==> config.mk <==
export PLATFORM = sky130hd
export DESIGN_NAME = ipv6_header_receive_check
export DESIGN_NICKNAME = d
export VERILOG_FILES = /design/src/rtl/irc_pkg.sv /design/src/rtl/irc_capture.sv /design/src/rtl/irc_verdict.sv /design/src/rtl/ipv6_header_receive_check.sv
export SDC_FILE = /design/constraint.sdc
export NUM_CORES = 1
export LEC_CHECK = 0
export BUFFER_PORTS_ARGS = -buffer_cell sky130_fd_sc_hd__buf_2
export CAP_MARGIN = 20
export CORE_ASPECT_RATIO = 0.5
export CORE_MARGIN = 2
export CORE_UTILIZATION = 53
export DETAILED_ROUTE_END_ITERATION = 10
export GPL_TIMING_DRIVEN = 0
export PLACE_DENSITY = 0.71
export REMOVE_ABC_BUFFERS = 1
export SLEW_MARGIN = 30
export SYNTH_ARGS = -nofsm -noshare
export SYNTH_HDL_FRONTEND = slang
export SYNTH_SLANG_ARGS = --single-unit
==> constraint.sdc <==
create_clock -name clk_i -period 32.8 [get_ports clk_i]
set_clock_uncertainty 0.2 [all_clocks]
set_input_delay 8.2 -clock clk_i [delete_from_list [all_inputs] [get_ports clk_i]]
set_output_delay 8.2 -clock clk_i [all_outputs]
set_load 0.05 [all_outputs]
==> src/rtl/irc_pkg.sv <==
// ----------------------------------------------------------------------------
// irc_pkg: shared types and helpers for the IPv6 receive header check
// Holds the verdict codes, the next header numbers that matter, the header
// state record passed between the capture and verdict stages, and the
// ones-complement add.
// ----------------------------------------------------------------------------
package irc_pkg;

  // Fixed header length and count limits.
  localparam logic [15:0] HdrLen      = 16'd40;
  localparam logic [15:0] CountMax    = 16'hFFFF;
  localparam logic [3:0]  IpVersion   = 4'd6;

  // Byte offsets inside the fixed header.
  localparam logic [15:0] PosVersion  = 16'd0;
  localparam logic [15:0] PosLenHigh  = 16'd4;
  localparam logic [15:0] PosLenLow   = 16'd5;
  localparam logic [15:0] PosNextHdr  = 16'd6;
  localparam logic [15:0] PosAddrBase = 16'd8;

  // Next header numbers.
  localparam logic [7:0] NhHopByHop  = 8'd0;
  localparam logic [7:0] NhRouting   = 8'd43;
  localparam logic [7:0] NhFragment  = 8'd44;
  localparam logic [7:0] NhEsp       = 8'd50;
  localparam logic [7:0] NhAuth      = 8'd51;
  localparam logic [7:0] NhNoNext    = 8'd59;
  localparam logic [7:0] NhDestOpts  = 8'd60;

  typedef enum logic [2:0] {
    VerdictDeliver    = 3'd0,
    VerdictTooShort   = 3'd1,
    VerdictBadVersion = 3'd2,
    VerdictLenBad     = 3'd3,
    VerdictUnsupExt   = 3'd4,
    VerdictNoNext     = 3'd5
  } verdict_e;

  // Header state after the current byte has been taken in.
  typedef struct packed {
    logic [15:0] byte_count;
    logic [3:0]  version;
    logic [15:0] plen;
    logic [7:0]  next_header;
    logic [15:0] sum;
  } hdr_state_t;

  // Control for one processed word.
  typedef struct packed {
    logic fire;
    logic last;
  } step_t;

  // Ones-complement add with one end-around fold. Two 16-bit values sum to
  // at most 0x1FFFE, so a single fold always lands in 16 bits.
  function automatic logic [15:0] ones_add(input logic [15:0] a, input logic [15:0] b);
    logic [16:0] s;
    s = {1'b0, a} + {1'b0, b};
    return s[15:0] + {15'd0, s[16]};
  endfunction

  // Classes the next header of a packet that passed the header checks.
  function automatic verdict_e classify(input logic [7:0] nh);
    verdict_e v;
    case (nh) inside
      NhHopByHop, NhRouting, NhFragment, NhEsp, NhAuth, NhDestOpts: begin
        v = VerdictUnsupExt;
      end
      NhNoNext: begin
        v = VerdictNoNext;
      end
      default: begin
        v = VerdictDeliver;
      end
    endcase
    return v;
  endfunction

endpackage

==> src/rtl/irc_capture.sv <==
// ----------------------------------------------------------------------------
// irc_capture: per-packet header field capture
// Counts bytes, captures version, payload length and next header, and
// folds the source and destination addresses into a ones-complement sum.
// Shows the state as it stands after the current word; clears on the last.
// ----------------------------------------------------------------------------
module irc_capture (
  input  logic                clk_i,
  input  logic                rst_ni,
  input  irc_pkg::step_t      step_i,
  input  logic [7:0]          data_byte_i,
  output irc_pkg::hdr_state_t state_o
);
  import irc_pkg::*;

  hdr_state_t state_q;
  hdr_state_t state_d;
  logic [7:0] hold_q;
  logic [7:0] hold_d;

  // Next header state from the current word and its position.
  always_comb begin
    logic [15:0] pos;
    logic        in_addr;
    pos     = state_q.byte_count;
    state_d = state_q;
    hold_d  = hold_q;
    in_addr = (pos >= PosAddrBase) && (pos < HdrLen);

    if (pos == PosVersion) begin
      state_d.version = data_byte_i[7:4];
    end else if (pos == PosLenHigh) begin
      state_d.plen = {data_byte_i, 8'd0};
    end else if (pos == PosLenLow) begin
      state_d.plen = {state_q.plen[15:8], data_byte_i};
    end else if (pos == PosNextHdr) begin
      state_d.next_header = data_byte_i;
    end else if (in_addr) begin
      if (!pos[0]) begin
        hold_d = data_byte_i;
      end else begin
        state_d.sum = ones_add(state_q.sum, {hold_q, data_byte_i});
      end
    end

    // The count sticks at its maximum on very long packets.
    if (pos != CountMax) begin
      state_d.byte_count = pos + 16'd1;
    end
  end

  assign state_o = state_d;

  // State registers; a packet's last word leaves them clear for the next.
  always_ff @(posedge clk_i or negedge rst_ni) begin
    if (!rst_ni) begin
      state_q <= '0;
      hold_q  <= '0;
    end else if (step_i.fire) begin
      if (step_i.last) begin
        state_q <= '0;
        hold_q  <= '0;
      end else begin
        state_q <= state_d;
        hold_q  <= hold_d;
      end
    end
  end

endmodule

==> src/rtl/irc_verdict.sv <==
// ----------------------------------------------------------------------------
// irc_verdict: end-of-packet decision and result register
// Checks length, version and payload length against the byte count, forms
// the pseudo-header checksum and the tail trim, and holds the result word
// until the downstream side takes it.
// ----------------------------------------------------------------------------
module irc_verdict (
  input  logic                clk_i,
  input  logic                rst_ni,
  input  irc_pkg::step_t      step_i,
  input  irc_pkg::hdr_state_t state_i,
  input  logic                out_stall_i,
  output logic                out_valid_o,
  output logic [2:0]          verdict_o,
  output logic [7:0]          next_header_o,
  output logic [15:0]         payload_length_o,
  output logic [15:0]         pseudo_checksum_o,
  output logic [15:0]         trim_bytes_o
);
  import irc_pkg::*;

  logic        valid_q;
  verdict_e    verdict_d, verdict_q;
  logic [15:0] csum_d, csum_q;
  logic [15:0] trim_d, trim_q;
  logic [7:0]  nh_q;
  logic [15:0] plen_q;
  logic        load;

  // Verdict, checksum and trim for the packet that ends with this word.
  always_comb begin
    logic [16:0] need;
    logic [15:0] len;
    logic [15:0] s1;
    logic [15:0] s2;
    need      = {1'b0, state_i.plen} + {1'b0, HdrLen};
    len       = state_i.byte_count - HdrLen;
    s1        = ones_add(state_i.sum, len);
    s2        = ones_add(s1, {8'd0, state_i.next_header});
    csum_d    = '0;
    trim_d    = '0;
    if (state_i.byte_count < HdrLen) begin
      verdict_d = VerdictTooShort;
    end else if (state_i.version != IpVersion) begin
      verdict_d = VerdictBadVersion;
    end else if (need > {1'b0, state_i.byte_count}) begin
      verdict_d = VerdictLenBad;
    end else begin
      verdict_d = classify(state_i.next_header);
      csum_d    = (s2 == 16'd0) ? 16'd0 : ~s2;
      trim_d    = len - state_i.plen;
    end
  end

  assign load = step_i.fire && step_i.last;

  // Result valid flag.
  always_ff @(posedge clk_i or negedge rst_ni) begin
    if (!rst_ni) begin
      valid_q <= 1'b0;
    end else if (load) begin
      valid_q <= 1'b1;
    end else if (!out_stall_i) begin
      valid_q <= 1'b0;
    end
  end

  // Result payload; loaded only when the slot is free or being emptied.
  always_ff @(posedge clk_i) begin
    if (load) begin
      verdict_q <= verdict_d;
      nh_q      <= state_i.next_header;
      plen_q    <= state_i.plen;
      csum_q    <= csum_d;
      trim_q    <= trim_d;
    end
  end

  assign out_valid_o       = valid_q;
  assign verdict_o         = verdict_q;
  assign next_header_o     = nh_q;
  assign payload_length_o  = plen_q;
  assign pseudo_checksum_o = csum_q;
  assign trim_bytes_o      = trim_q;

endmodule

==> src/rtl/ipv6_header_receive_check.sv <==
// ----------------------------------------------------------------------------
// ipv6_header_receive_check: IPv6 receive header check
// Takes a packet one byte per word, checks the fixed header and gives one
// verdict word per packet with the pseudo-header checksum and tail trim.
//
//   Channel | Dir | Handshake              | Fields
//   in      | in  | in_valid_i, in_stall_o | data_byte_i, last_byte_i
//   out     | out | out_valid_o, out_stall_i | verdict_o, next_header_o,
//           |     |                        | payload_length_o,
//           |     |                        | pseudo_checksum_o, trim_bytes_o
//
// One byte word is taken every cycle unless the input stalls. A word sits
// in the input register before it is folded into the header state, and the
// verdict word is registered when the last byte leaves the input register.
// The input stalls only while a last byte waits for a result still held
// by a stalled output. Reset clears all control and header state; no
// clearing pass is needed.
// ----------------------------------------------------------------------------
module ipv6_header_receive_check (
  input  logic        clk_i,
  input  logic        rst_ni,
  input  logic        in_valid_i,
  output logic        in_stall_o,
  input  logic [7:0]  data_byte_i,
  input  logic        last_byte_i,
  output logic        out_valid_o,
  input  logic        out_stall_i,
  output logic [2:0]  verdict_o,
  output logic [7:0]  next_header_o,
  output logic [15:0] payload_length_o,
  output logic [15:0] pseudo_checksum_o,
  output logic [15:0] trim_bytes_o
);
  import irc_pkg::*;

  logic       in_valid_q;
  logic [7:0] data_q;
  logic       last_q;
  logic       out_free;
  logic       take;
  step_t      step;
  hdr_state_t hdr_state;

  // A last byte needs a free result slot; other bytes always move on.
  assign out_free   = !out_valid_o || !out_stall_i;
  assign step.fire  = in_valid_q && (!last_q || out_free);
  assign step.last  = last_q;
  assign in_stall_o = in_valid_q && !step.fire;
  assign take       = in_valid_i && !in_stall_o;

  // Input register valid flag.
  always_ff @(posedge clk_i or negedge rst_ni) begin
    if (!rst_ni) begin
      in_valid_q <= 1'b0;
    end else if (take) begin
      in_valid_q <= 1'b1;
    end else if (step.fire) begin
      in_valid_q <= 1'b0;
    end
  end

  // Input register payload.
  always_ff @(posedge clk_i) begin
    if (take) begin
      data_q <= data_byte_i;
      last_q <= last_byte_i;
    end
  end

  irc_capture u_capture (
    .clk_i       (clk_i),
    .rst_ni      (rst_ni),
    .step_i      (step),
    .data_byte_i (data_q),
    .state_o     (hdr_state)
  );

  irc_verdict u_verdict (
    .clk_i             (clk_i),
    .rst_ni            (rst_ni),
    .step_i            (step),
    .state_i           (hdr_state),
    .out_stall_i       (out_stall_i),
    .out_valid_o       (out_valid_o),
    .verdict_o         (verdict_o),
    .next_header_o     (next_header_o),
    .payload_length_o  (payload_length_o),
    .pseudo_checksum_o (pseudo_checksum_o),
    .trim_bytes_o      (trim_bytes_o)
  );

  // A processed last byte always leaves a result word behind.
  assert property (@(posedge clk_i) disable iff (!rst_ni)
    step.fire && step.last |=> out_valid_o)
    else $error("last byte processed without a result word");

  // The input only stalls behind a held result.
  assert property (@(posedge clk_i) disable iff (!rst_ni)
    in_stall_o |-> in_valid_q && last_q && out_valid_o && out_stall_i)
    else $error("input stalled without a blocked result");

  // Dropped packets carry no checksum and no trim.
  assert property (@(posedge clk_i) disable iff (!rst_ni)
    out_valid_o && (verdict_o == VerdictTooShort || verdict_o == VerdictBadVersion ||
                    verdict_o == VerdictLenBad)
    |-> pseudo_checksum_o == 16'd0 && trim_bytes_o == 16'd0)
    else $error("dropped packet with nonzero checksum or trim");

endmodule

Word-level counts from Yosys, hierarchy flattened
Index checks and enable logic that the tools add are counted.

Add/subtract/negate cells: 10. Order comparisons: 4. Eq/ne operators: 17. Mux-type cells: 27. Bitwise logic cells: 1. Reductions and logical operators: 21.

Operator list (count): $mux 16 (5); $mux 8 (9); $mux 60 (1); $add 16x1->16 (3); $eq 16x3->1 const B (3); $eq 8x6->1 const B (6); $mux 24 (2); $mux 40 (1); $add 16x16->17 (2); $logic_not 16->1 (2); $lt 16x6->1 const B (2); $add 16x6->17 const B (1); $add 16x8->17 (1); $gt 17x16->1 (1); $add 16x1->16 const B (1); $ge 16x4->1 const B (1); $ne 16x16->1 const B (1); $not 16->16 (1); $sub 16x16->16 (1); $sub 16x6->16 const B (1); $ne 2x2->1 const B (5); $logic_not 8->1 (1); $reduce_and 7->1 (1); $mux 3 (2); other kinds (12) (26).

Flip-flop bits (word level): 138. Output and inout port bits: 61.

Logic depth before layout (Yosys ltp)
Word-level depth: 14. Gate-level depth with buffers: 59. Mapped depth without buffers: 58.

Hierarchy
Synthesis repeated with hierarchy kept, for this count alone.

Cells, all modules: 1180. Area total of the unflattened synthesis: 11111.9 um^2.

By module, submodules not included: irc_verdict (times used 1, cells an instance 655, area each 5878.1 um^2); irc_capture (times used 1, cells an instance 509, area each 4906.0 um^2); ipv6_header_receive_check (times used 1, cells an instance 16, area each 327.8 um^2).

Worst setup path after synthesis
Ideal clock, no wire load.

Path type: input to output. Start point: in out_stall_i. End point: out in_stall_o. Arrival time: 8.664 ns. Setup slack: 15.736 ns. Stages: 2. Cell sequence: nand4_1 inv_1.

Cells in the longest elaborated chain, start to end: 6.

Ends and longest elaborated chain: from (decl) (line ipv6_header_receive_check.sv:27) `input logic out_stall_i,`; $logic_not 1->1; $logic_or 1x1->1 (line ipv6_header_receive_check.sv:45) `assign out_free = !out_valid_o || !out_stall_i;`; $logic_or 1x1->1 (line ipv6_header_receive_check.sv:46) `assign step.fire = in_valid_q && (!last_q || out_free);`; $logic_and 1x1->1 (line ipv6_header_receive_check.sv:46); $logic_not 1->1 (line ipv6_header_receive_check.sv:48) `assign in_stall_o = in_valid_q && !step.fire;`; $logic_and 1x1->1 (line ipv6_header_receive_check.sv:48); to (decl) (line ipv6_header_receive_check.sv:23) `output logic in_stall_o,`.

Every way passes these cells.

Final worst setup path
Same ends and word-level chain as after synthesis.

==> out/metrics.csv <==
stage;metric;value;unit
critical_path;Crit path max-delay family;buffers and inverters;
logic_synthesis;number of synthesized flops with an enable pin;68;
critical_path;Worst Path Required;24.40;ns
critical_path;worst r2r src;data_q[0];
critical_path;Worst path max stage delay;0.26;ns
finish;fraction of layout cells with a size suffix above 1;14.2;%
logic_synthesis;Synth Flop Type;dfrtp_1;
cts;clock slew at reported path FFs;0.06;ns
cts;Resized cells post-CTS;0;
sta;Hold Slack;0.282;ns
place;placed cell count;1494;
sta;RSZ-0062 raised after global routing;no;
sta;Tmin final;17.17;ns
grt;total grt overflow;0;
drt;DR vias/cell;6.13;
sta;Slew Viols, Final;0;
logic_synthesis;ranking of synthesized cells by area;edfxtp_1, dfrtp_1, ha_1, xnor2_1, o21ai_0;
cts;hold buffer count at CTS;0;
logic_synthesis;cell area after synthesis;0.0109;mm^2
sta;fmax;0.0582;GHz
logic_synthesis;Mean Syn Cell Area;9.19;um^2
grt;vias in the first global route;9184;
logic_synthesis;leading area contributor after synthesis;edfxtp_1;
place;pre-CTS WS;15.62;ns
job;max cap viols;0;
power;Logic pwr share;19.9;%
drt;Detailed Route Iter0 Violations;864;
logic_synthesis;Synth cell types;91;
power;Power per Cell Area;40.5;mW/mm^2
finish;utilization after layout;61.6;%
min_path;hold_sp;u_capture.state_q[21];
sta;final setup margin;15.63;ns
logic_synthesis;top post-synthesis cells by count;nand2_1, nor2_1, ha_1, o21ai_0, inv_1;
logic_synthesis;FFs w/ async S/R, synth;50.7;%
cts;CTS root buffer;clkbuf_16;
logic_synthesis;count leader, synth;nand2_1;
outcome;status;finished clean;
critical_path;setup slack, reg-to-reg;18.96;ns
grt;largest net degree at the start of global routing;48;
critical_path;most used cell along the critical path;buf_2;
power;worst vdd ir;26.7;uV
sta;Final Cycle Share;52.4;%
power;Switching Share;33.1;%
floorplanning;num ports;74;
critical_path;critical path class;input port to primary output;
power;Clk pwr share;40.3;%
drt;TritonRoute pass-1 iters;6;
place;placed cell areas;0.0116;mm^2
finish;synthesis-to-layout area growth;12.0;%
cts;Skew-Pair Late Insertion Delay;0.44;ns
place;PortBufs;73;
critical_path;CP arrival;8.77;ns
floorplanning;width of the die;207;um
critical_path;worst-path fanout max;3;
place;routability cong.;0.898;
cts;H-tree levels;4;
logic_synthesis;synth warn;0;
finish;diodes inserted;0;
logic_synthesis;sequential-to-total area share from yosys stat;34.9;%
floorplanning;Core Region;0.0198;mm^2
finish;non-filler cells, final;1526;
drt;Antenna Nets Post-Route;0;
cts;Setup Fix Bufs, Post-CTS;0;
critical_path;Critical Path Source Type;input port;
critical_path;crit path max-delay cell type;buf_2;
logic_synthesis;top-area cell type share of the netlist area;18.8;%
critical_path;Worst setup EP type;primary output;
power;Int Pwr;0.331;mW
critical_path;critical-path cell list;buf_2, nand4_1, inv_1, buf_2;
drt;DRC viols;0;
floorplanning;die area;0.0218;mm^2
place;post-DP HPWL;21.8;mm
critical_path;Worst Reg-to-Reg Cells;56;
power;leakage power;5.42;nW
sta;setup TNS;0;ns
critical_path;R2R Path End;u_verdict.pseudo_checksum_o[9];
power;total power;0.494;mW
critical_path;Buf+Inv Stages, Crit Path;3;
sta;Tightest Pin Transition;0.955;ns
min_path;WHS Path Cells;2;
cts;Clock Sinks;138;
finish;NumNets Final;1346;
min_path;worst hold endpoint;u_capture.state_q[21];
grt;antenna violations before repair;1;
sta;slew margin rel.;35.5;%
drt;DR WL/cell;19.2;um
logic_synthesis;Cells after Synth;1184;
cts;clk buf depth;2;
floorplanning;Die H;105;um
grt;Global Route Usage Sum;27.8;%
floorplanning;row cnt;36;
sta;Final Hold Vio Count;0;
sta;count of endpoints failing setup in the final report;0;
logic_synthesis;synthesis-stage register bit count;138;
cts;CTS tree;done;
finish;fin area;0.0122;mm^2
cts;total CTS buffers;17;
floorplanning;initial core utilization;55.0;%
drt;routed wire length;29.3;mm
power;net load switching power;0.163;mW
grt;first-pass GRT wire length;46.8;mm
min_path;hold crit path type;register to register;
drt;total number of vias;9358;
power;Flop pwr share;39.8;%
==> flip-flops by register name (all words and copies together), names as in the netlist <==
signal	flops
u_verdict.payload_length_o	16
u_verdict.out_valid_o	1
u_verdict.pseudo_checksum_o	16
u_verdict.verdict_o	3
u_verdict.trim_bytes_o	16
data_q	8
in_valid_q	1
u_capture.hold_q	8
u_verdict.next_header_o	8
u_capture.state_q	60
last_q	1
==> placed cells by master (no fill, tap or decap), types with 59 or more instances in the layout <==
cell type and count:
nand2_1 94, buf_2 72, o21ai_0 82, xnor2_1 71, ha_1 82, a21oi_1 59, inv_1 77, edfxtp_1 68
dfrtp_1 70, nor2_1 86
==> power by group through the flow <==
stage | combinational [mW] | clock, mW | sequential (mW)
floorplan | 0.0558 | 0 | 0.210
global placement | 0.0911 | 0 | 0.200
detailed placement | 0.0962 | 0 | 0.200
CTS | 0.0970 | 0.201 | 0.196
global route | 0.107 | 0.209 | 0.197
finish | 0.0983 | 0.199 | 0.197
==> final cells by class <==
cell class              count  area [um^2]
multi-input cells         931         6650
flip-flops and latches    138         3790
fillers                  1641         7590
clock inverters            15          174
clock buffers              17          425
well taps                 266          333
repair buffers             82          519
inverters                  77          289
==> logic make-up (layout without fill, tap and decap cells) <==
logic type,Yosys count,after routing,synth area share (%)
buf+inv,115,191,4.21
flops,138,138,34.9
mux,29,29,2.84
simple gates,406,406,20.3
xor+xnor,108,108,8.89
fa+ha+maj,86,86,10.2
compound gates,302,302,18.7
==> worst reg2reg max path: cells and delay by family, from the launching register on <==
kind                       cells  cell delay, ns
buffers and inverters          2            0.36
adders and majority gates      9            2.41
xor gates and xnor gates       1            0.13
DFF                            1            0.56
and+or+nand+nor               26            5.97
AOI/OAI and AO/OA             18            3.98
==> per-layer routing <==
| layer | GRT usage, % | share of wire, % | vias to the layer above |
|---|---|---|---|
| met4 | 8.47 | 2.0 | 0 |
| li1 | - | - | 4461 |
| met5 | 0 | 0 | - |
| met2 | 44.1 | 45 | 336 |
| met3 | 7.61 | 8.2 | 57 |
| met1 | 37.1 | 45 | 4504 |
==> worst max-delay path by stage <==
| stage | startpoint | end | slack [ns] | cells after the start |
|---|---|---|---|---|
| floorplan | out_stall_i | in_stall_o | 15.74 | 2 |
| global placement | out_stall_i | in_stall_o | 15.63 | 4 |
| detailed placement | out_stall_i | in_stall_o | 15.62 | 4 |
| CTS | out_stall_i | in_stall_o | 15.62 | 4 |
| global route | out_stall_i | in_stall_o | 15.58 | 4 |
| finish | out_stall_i | in_stall_o | 15.63 | 4 |
No activity file was read; power rests on OpenSTA's default activity.
